===== src/rtl/core/lda_collapsed_gibbs_token_update_assert.svh =====
// assertion macros for the lda token update block
// expects signals clk and arst_n in the including module
`ifndef LDA_COLLAPSED_GIBBS_TOKEN_UPDATE_ASSERT_SVH
`define LDA_COLLAPSED_GIBBS_TOKEN_UPDATE_ASSERT_SVH

// same-cycle implication
`define LGS_ASSERT_IMPL(lbl, ante, cons) \
	lbl: assert property (@(posedge clk) disable iff (!arst_n) (ante) |-> (cons)) \
		else $error("lgs assertion failed");

// next-cycle implication
`define LGS_ASSERT_NEXT(lbl, ante, cons) \
	lbl: assert property (@(posedge clk) disable iff (!arst_n) (ante) |=> (cons)) \
		else $error("lgs assertion failed");

`endif


===== src/rtl/core/lgs_pkg.sv =====
// shared types and constants for the lda token update block
// no dependencies
`timescale 1ns / 1ps
`default_nettype none
package lgs_pkg;
	localparam int MAX_TOPICS = 64;
	localparam int MAX_DOCS   = 1024;
	localparam int VOCAB_SIZE = 4096;
	localparam int COUNT_W    = 24;
	localparam int FRAC_W     = 16;
	localparam int TOPIC_W    = $clog2(MAX_TOPICS);
	localparam int DOC_W      = $clog2(MAX_DOCS);
	localparam int WORD_W     = $clog2(VOCAB_SIZE);
	localparam int DT_AW      = DOC_W + TOPIC_W;
	localparam int WT_AW      = WORD_W + TOPIC_W;
	localparam int PROD_W     = 96;
	localparam int OPND_W     = 48;
	localparam int WEIGHT_W   = 42;
	localparam int PREFIX_W   = 48;
	localparam int DIVR_W     = 42;
	localparam int STEP_W     = 6;
	localparam int MUL_STEPS  = 48;
	localparam int DIV_STEPS  = 42;

	localparam logic [23:0] ALPHA_RST  = 24'd655;
	localparam logic [23:0] BETA_RST   = 24'd3277;
	localparam logic [12:0] VOCAB_RST  = 13'd4096;
	localparam logic [6:0]  TOPICS_RST = 7'd64;

	localparam logic [1:0] REG_ALPHA  = 2'd0;
	localparam logic [1:0] REG_BETA   = 2'd1;
	localparam logic [1:0] REG_VOCAB  = 2'd2;
	localparam logic [1:0] REG_TOPICS = 2'd3;

	localparam logic KIND_SAMPLE = 1'b0;
	localparam logic KIND_LOAD   = 1'b1;

	typedef enum logic {
		OP_MUL = 1'b0,
		OP_DIV = 1'b1
	} lgs_op_t;

	typedef struct packed {
		logic    start;
		lgs_op_t op;
	} lgs_cmd_t;

	typedef struct packed {
		logic busy;
		logic done;
	} lgs_stat_t;
endpackage
`default_nettype wire


===== src/rtl/core/lgs_muldiv.sv =====
// bit-serial multiply and saturating restoring divide on one shared adder
// depends on lgs_pkg
`timescale 1ns / 1ps
`default_nettype none
module lgs_muldiv import lgs_pkg::*; (
	input  logic                clk,
	input  logic                arst_n,
	input  lgs_cmd_t            cmd,
	input  logic [PROD_W-1:0]   opnd_a,
	input  logic [OPND_W-1:0]   opnd_b,
	output lgs_stat_t           stat,
	output logic [PROD_W-1:0]   product,
	output logic [WEIGHT_W-1:0] quotient
);
	localparam logic [STEP_W-1:0] MUL_LAST = STEP_W'(MUL_STEPS - 1);
	localparam logic [STEP_W-1:0] DIV_LAST = STEP_W'(DIV_STEPS - 1);

	logic              busy_q, done_q, pre_q, sat_q;
	lgs_op_t           op_q;
	logic [STEP_W-1:0] cnt_q;
	logic [PROD_W-1:0] p_q;
	logic [OPND_W-1:0] mc_q;

	logic [OPND_W-1:0] rem2;
	logic [OPND_W:0]   add_a, add_b;
	logic [OPND_W+1:0] sum;
	logic              geq;

	// shifted partial remainder for a divide step
	assign rem2 = {p_q[PROD_W-2:OPND_W], p_q[OPND_W-1]};

	always_comb begin
		if (op_q == OP_MUL) begin
			add_a = {1'b0, p_q[PROD_W-1:OPND_W]};
			add_b = {1'b0, mc_q};
		end else begin
			add_a = pre_q ? {1'b0, p_q[PROD_W-1:OPND_W]} : {1'b0, rem2};
			add_b = ~{1'b0, mc_q};
		end
		sum = {1'b0, add_a} + {1'b0, add_b} + {{(OPND_W+1){1'b0}}, (op_q == OP_DIV)};
	end
	assign geq = sum[OPND_W+1];

	always_ff @(posedge clk or negedge arst_n) begin
		if (!arst_n) begin
			busy_q <= 1'b0;
			done_q <= 1'b0;
			pre_q  <= 1'b0;
			sat_q  <= 1'b0;
			op_q   <= OP_MUL;
			cnt_q  <= '0;
		end else begin
			done_q <= 1'b0;
			if (cmd.start && !busy_q) begin
				busy_q <= 1'b1;
				op_q   <= cmd.op;
				pre_q  <= (cmd.op == OP_DIV);
				sat_q  <= 1'b0;
				cnt_q  <= '0;
			end else if (busy_q) begin
				if (op_q == OP_DIV && pre_q) begin
					// quotient would not fit, or zero divisor
					pre_q <= 1'b0;
					sat_q <= geq;
					if (geq) begin
						busy_q <= 1'b0;
						done_q <= 1'b1;
					end
				end else begin
					cnt_q <= cnt_q + 1'b1;
					if (cnt_q == ((op_q == OP_MUL) ? MUL_LAST : DIV_LAST)) begin
						busy_q <= 1'b0;
						done_q <= 1'b1;
					end
				end
			end
		end
	end

	always_ff @(posedge clk) begin
		if (cmd.start && !busy_q) begin
			mc_q <= opnd_b;
			if (cmd.op == OP_MUL)
				p_q <= {{(PROD_W-OPND_W){1'b0}}, opnd_a[OPND_W-1:0]};
			else
				p_q <= {8'b0, opnd_a[81:42], opnd_a[41:0], 6'b0};
		end else if (busy_q && !(op_q == OP_DIV && pre_q)) begin
			if (op_q == OP_MUL) begin
				if (p_q[0])
					p_q <= {sum[OPND_W:0], p_q[OPND_W-1:1]};
				else
					p_q <= {1'b0, p_q[PROD_W-1:1]};
			end else begin
				p_q <= {(geq ? sum[OPND_W-1:0] : rem2), p_q[OPND_W-2:0], geq};
			end
		end
	end

	assign stat.busy = busy_q;
	assign stat.done = done_q;
	assign product   = p_q;
	assign quotient  = sat_q ? {WEIGHT_W{1'b1}} : p_q[WEIGHT_W-1:0];
endmodule
`default_nettype wire


===== config.mk =====
export PLATFORM = sky130hd
export DESIGN_NAME = lgs_muldiv
export DESIGN_NICKNAME = d
export VERILOG_FILES = /design/src/rtl/core/lda_collapsed_gibbs_token_update_assert.svh /design/src/rtl/core/lgs_pkg.sv /design/src/rtl/core/lgs_muldiv.sv
export SDC_FILE = /design/constraint.sdc
export NUM_CORES = 1
export LEC_CHECK = 0
export ABC_AREA = 1
export BUFFER_PORTS_ARGS = -buffer_cell sky130_fd_sc_hd__buf_4
export CORE_UTILIZATION = 45
export DETAILED_ROUTE_END_ITERATION = 6
export GPL_ROUTABILITY_DRIVEN = 0
export HOLD_SLACK_MARGIN = 0.08
export PLACE_DENSITY_LB_ADDON = 0.05
export REMOVE_ABC_BUFFERS = 1
export SLEW_MARGIN = 20
export SYNTH_ARGS = -nofsm -noshare
export SYNTH_HDL_FRONTEND = slang
export SYNTH_SLANG_ARGS = --single-unit
export TNS_END_PERCENT = 30

===== constraint.sdc =====
create_clock -name clk -period 6.8 [get_ports clk]
set_clock_uncertainty 0.15 [all_clocks]
set_input_delay 0.68 -clock clk [delete_from_list [all_inputs] [get_ports clk]]
set_output_delay 0.68 -clock clk [all_outputs]
set_load 0.03 [all_outputs]

# Yosys cells after proc, flatten, opt, wreduce, memory -nomap -nowiden
# Index checks and enable logic that the tools add are counted.
op_classes:
  n_reduce_logical: 10
  bitwise_logic: 1
  eq_ne: 2
  muxes: 30
  addsub: 3
op_table:
  columns: ["operator", "count"]
  rows:
  - ["$mux W96", 4]
  - ["$mux W48", 3]
  - ["$mux W88", 1]
  - ["$add A49 B49 Y50", 1]
  - ["$add A50 B1 Y50", 1]
  - ["$mux W49", 1]
  - ["$not A48 Y49", 1]
  - ["$mux W42", 1]
  - ["$mux W6", 3]
  - ["$mux W1", 16]
  - ["$add A6 B1 Y6 const B", 1]
  - ["$eq A6 B6 Y1", 1]
  - ["$reduce_bool A2 Y1", 3]
  - ["$reduce_and A2 Y1", 2]
  - ["$logic_and A1 B1 Y1", 3]
  - ["$mux W3", 1]
  - ["$logic_not A1 Y1", 2]
  - ["$ne A2 B2 Y1 const B", 1]
word_totals:
  elab_cells: 54
  out_inout_bits: 140
  input_bits: 148
  reg_bits: 155

# Longest topological paths before layout
depth:
  depth_word: 8
  mapped_depth: 24
  ltp_nobuf: 23

# Worst setup path before layout
# OpenSTA, ideal clock, no wires.
synth_timing:
  path_type: "input -> register"
  from: "input cmd[1] (netlist name)"
  to: "register p_q[0], in the netlist product[0] (enable)"
  arrival_time_ps: 3237
  t_required_ps: 6192
  slack_ps: 2955
  path_stages: 5
  cell_sequence: "inv_1 nor2_1 clkinv_1 clkbuf_1 nand2_1"
synth_via:
  elab_chain_len: 2
synth_lines:
  columns: ["element", "line_no", "source"]
  rows:
  - ["start, declared", "lgs_muldiv.sv:8", "input lgs_cmd_t cmd,"]
  - ["$logic_and A1 B1 Y1", "lgs_muldiv.sv:81", "if (cmd.start && !busy_q) begin"]
  - ["$reduce_bool A2 Y1 (no source line)", null, null]
  - ["end signal, assigned", "lgs_muldiv.sv:84", "p_q <= {{(PROD_W-OPND_W){1'b0}}, opnd_a[OPND_W-1:0]};"]
  - ["end signal, assigned", "lgs_muldiv.sv:86", "p_q <= {8'b0, opnd_a[81:42], opnd_a[41:0], 6'b0};"]
  - ["end signal, assigned", "lgs_muldiv.sv:90", "p_q <= {sum[OPND_W:0], p_q[OPND_W-1:1]};"]
  - ["end, declared", "lgs_muldiv.sv:21", "logic [PROD_W-1:0] p_q;"]
# No other way between the ends.
# A chain may end at the register's enable or synchronous reset.

# Worst setup path in the final report
layout_timing:
  from: "register op_q"
  to: "register p_q[62], in the netlist product[62] (data pin)"
layout_via:
  elab_chain_len: 7
  elab_cells_between_ends: 9
  classes_between: "add/sub (2); mux (7)"
layout_lines:
  columns: ["element", "line_no", "source"]
  rows:
  - ["start, declared", "lgs_muldiv.sv:19", "lgs_op_t op_q;"]
  - ["start signal, assigned", "lgs_muldiv.sv:56", "op_q <= cmd.op;"]
  - ["$mux W48 / $mux W49 (equally long branches)", "lgs_muldiv.sv:33", "if (op_q == OP_MUL) begin"]
  - ["$add A49 B49 Y50", "lgs_muldiv.sv:40", "sum = {1'b0, add_a} + {1'b0, add_b} + {{(OPND_W+1){1'b0}}, (op_q == OP_DIV)};"]
  - ["$add A50 B1 Y50", "lgs_muldiv.sv:40", null]
  - ["$mux W96 / $mux W48 (equally long branches)", "lgs_muldiv.sv:89, lgs_muldiv.sv:94", null]
  - ["$mux W96 (*)", "lgs_muldiv.sv:88", "if (op_q == OP_MUL) begin"]
  - ["$mux W96 (*)", "lgs_muldiv.sv:87", "end else if (busy_q && !(op_q == OP_DIV && pre_q)) begin"]
  - ["$mux W96 (*)", "lgs_muldiv.sv:81", null]
# Mark *: on every way between the ends. The rest lies on a longest branch, timed or not. The select of a mux whose other input is x is not followed.

==> impl_metrics.env <==
export IMPL_status="complete, no violations"
export IMPL_start_util_pct=45.8
export IMPL_dieArea_um2=30000
export IMPL_die_h_um=173
export IMPL_async_flop_share_pct=7.10
export IMPL_worst_ep_required_time_ns=6.86
export IMPL_yosys_warnings=0
export IMPL_yosys_most_used_dff="edfxtp_1"
export IMPL_insertion_delay_ns=0.46
export IMPL_cts_hold_buf=1
export IMPL_postCtsSetupRepairBufs=0
export IMPL_drt_pass1_iterations=6
export IMPL_cp_cell_sequence="buf_4 > xor2_1 > ha_1 > a21oi_1 > o21ai_0 > a21oi_1 > nand2_1 > a21oi_2 > buf_4 > nand2_8 > nand2_1 > o21ai_1 > nand2_1 > nand2_1 > nand2_1 > nand2_1"
export IMPL_grt_start_max_net_pins=96
export IMPL_num_antenna_cells=0
export IMPL_slowest_stage="buf_4"
export IMPL_hold_slack_ns=0.240
export IMPL_layout_drive_gt1_share_pct=16.4
export IMPL_grt_antenna_before_repair=0
export IMPL_drt_iter0_markers=1198
export IMPL_clk_pin_slew_ns=0.07
export IMPL_yosysTopAreaCellShare_pct=32.8
export IMPL_regArea_um2=4600
export IMPL_post_cts_resize_count=0
export IMPL_path_class="reg2reg"
export IMPL_synth_edff_count=144
export IMPL_drc=0
export IMPL_timing_fmax_ghz=0.198
export IMPL_die_w_um=173
export IMPL_grtUsageTotal_pct=29.7
export IMPL_layout_min_cycle_time_ns=5.04
export IMPL_ys_seq_area_share_pct=34.9
export IMPL_numClockSinks=155
export IMPL_avgRoutedWirePerCell_um=17.5
export IMPL_syn_avg_cell_area_um2=6.87
export IMPL_crit_family="buffers and inverters"
export IMPL_crit_arrival_ns=5.10
export IMPL_nets=2340
export IMPL_synthTopCellsByArea="edfxtp_1 33%, nand2_1 18%, inv_1 7.7%"
export IMPL_synthTopCellsByCount="634 x nand2_1, 270 x inv_1, 144 x edfxtp_1"
export IMPL_worstHoldPathType="in2reg"
export IMPL_critPathMaxStageDelay_ns=0.90
export IMPL_io_pins=288
export IMPL_drtAntennaViolNets=0
export IMPL_ys_ff_latch=155
export IMPL_slew_viol_final=0
export IMPL_multi_input_area_um2=7200
export IMPL_numCtsBuffers=17
export IMPL_maxCapViolCount=0
export IMPL_synth_area_um2=13200
export IMPL_endpoint_kind="flip-flop"
export IMPL_cts_buffer_depth=2
export IMPL_gr_total_overflow=0
export IMPL_slew_headroom_pct=28.3
export IMPL_io_buffers=273
export IMPL_path_buf_inv=2
export IMPL_yosysMostFrequentCell="nand2_1"
export IMPL_rsz0062_at_grt="no"
export IMPL_worst_setup_path_start_kind="flip-flop"
export IMPL_timing_final_crit_share_pct=74.1
export IMPL_finalSetupViolations=0
export IMPL_syn_inst=1921
export IMPL_grt_pass1_vias=13100
export IMPL_core_um2=28800
export IMPL_fillCellCount=2782
export IMPL_root_buffer="clkbuf_16"
export IMPL_finalHoldViolCount=0
export IMPL_area_delta_synth_final_pct=21.9
export IMPL_synth_distinct_cells=48
export IMPL_cts_tree="yes"
export IMPL_via_per_inst=5.44
export IMPL_hpwl_mm=33.7
export IMPL_cp_max_fo=85
export IMPL_grt_first_pass_wirelength_mm=70.3
export IMPL_synth_area_leader_cell="edfxtp_1"
export IMPL_htree_num_levels=4
export IMPL_cpMostUsedCell="nand2_1"
export IMPL_rows=62
export IMPL_wl_mm=44.5
export IMPL_vias=13800
export IMPL_tightest_slew_ns=1.08
[worst reg2reg max path, cell delays in order (launching register included)]
cell and delay, ns:
dfrtp_4 0.88, buf_4 0.91, xor2_1 0.27, ha_1 0.41
a21oi_1 0.28, o21ai_0 0.18, a21oi_1 0.19, nand2_1 0.12
a21oi_2 0.43, buf_4 0.29, nand2_8 0.22, nand2_1 0.17
o21ai_1 0.07, nand2_1 0.06, nand2_1 0.06, nand2_1 0.06
nand2_1 0.05
[per-layer routing]
metal	vias to the layer above	wire length, um	global-route usage (%)
li1	6779	-	-
met1	6302	18300	36.9
met2	644	20800	48.8
met3	104	3870	7.59
met4	0	1510	12.5
met5	-	0	0
[layout by cell type (no fill, tap or decap), drive strengths merged, types with 3 or more instances in the layout]
master / n
a22oi: 6
a32oi: 4
xor2: 59
o211ai: 43
inv: 286
dfrtp: 11
a21o: 4
nand2: 642
clkbuf: 18
nor3: 13
nand4: 16
o22ai: 6
edfxtp: 144
o21bai: 5
o21ai: 147
nor2: 115
ha: 48
o21a: 5
nand3: 113
xnor2: 5
o221ai: 36
a31oi: 3
nand3b: 4
a21oi: 120
buf: 285
[final cells by class]
type,instances,share of cell area (%)
Timing Repair Buffer,286,13.4
Inverter,277,6.47
Multi-Input combinational cell,1406,44.8
Tap cell,384,2.99
Sequential cell,155,28.6
Clock inverter,14,1.06
Clock buffer,18,2.73
[metrics by stage]
stage	setup TNS [ns]	setup WS, ns	area (um2)	cells	utilization, %
6_report	0	1.76	16100	2540	55.9
5_1_grt	0	1.41	16100	2540	55.9
4_1_cts	0	1.86	16100	2540	55.9
3_5_place_dp	0	1.87	15500	2507	53.7
3_3_place_gp	0	1.87	15500	2507	53.7
2_1_floorplan	-425.81	-2.71	12800	1838	-
[sequential cells by signal, summed over array words and instances, names as in the netlist]
signal / count
pre_q: 1
done_q: 1
sat_q: 1
op_q: 1
cnt_q: 6
product: 96
busy_q: 1
mc_q: 48
[cell families (layout without fill, tap and decap cells)]
| kind of cell | after synthesis | in the layout | synth area share [%] |
|---|---|---|---|
| simple gates | 912 | 912 | 28.4 |
| compound gates | 381 | 381 | 17.0 |
| buf+inv | 360 | 595 | 10.7 |
| flops | 155 | 155 | 34.9 |
| xor+xnor | 64 | 64 | 4.25 |
| fa+ha+maj | 49 | 49 | 4.70 |
[final timing paths]
path,slack (ns),to,depth (start not counted),startpoint
min in group asynchronous,0.43,cnt_q[5],2,arst_n
max in group asynchronous,5.90,op_q,2,arst_n
max,1.76,product[62],16,op_q
min,0.24,mc_q[12],1,opnd_b[12]
max reg2reg,1.76,product[62],16,op_q
min reg2reg,0.38,cnt_q[4],1,cnt_q[4]
Power is left out: the tool's default activity adds up to more than one toggle a clock period on the data nets, which glitch-free logic cannot reach.
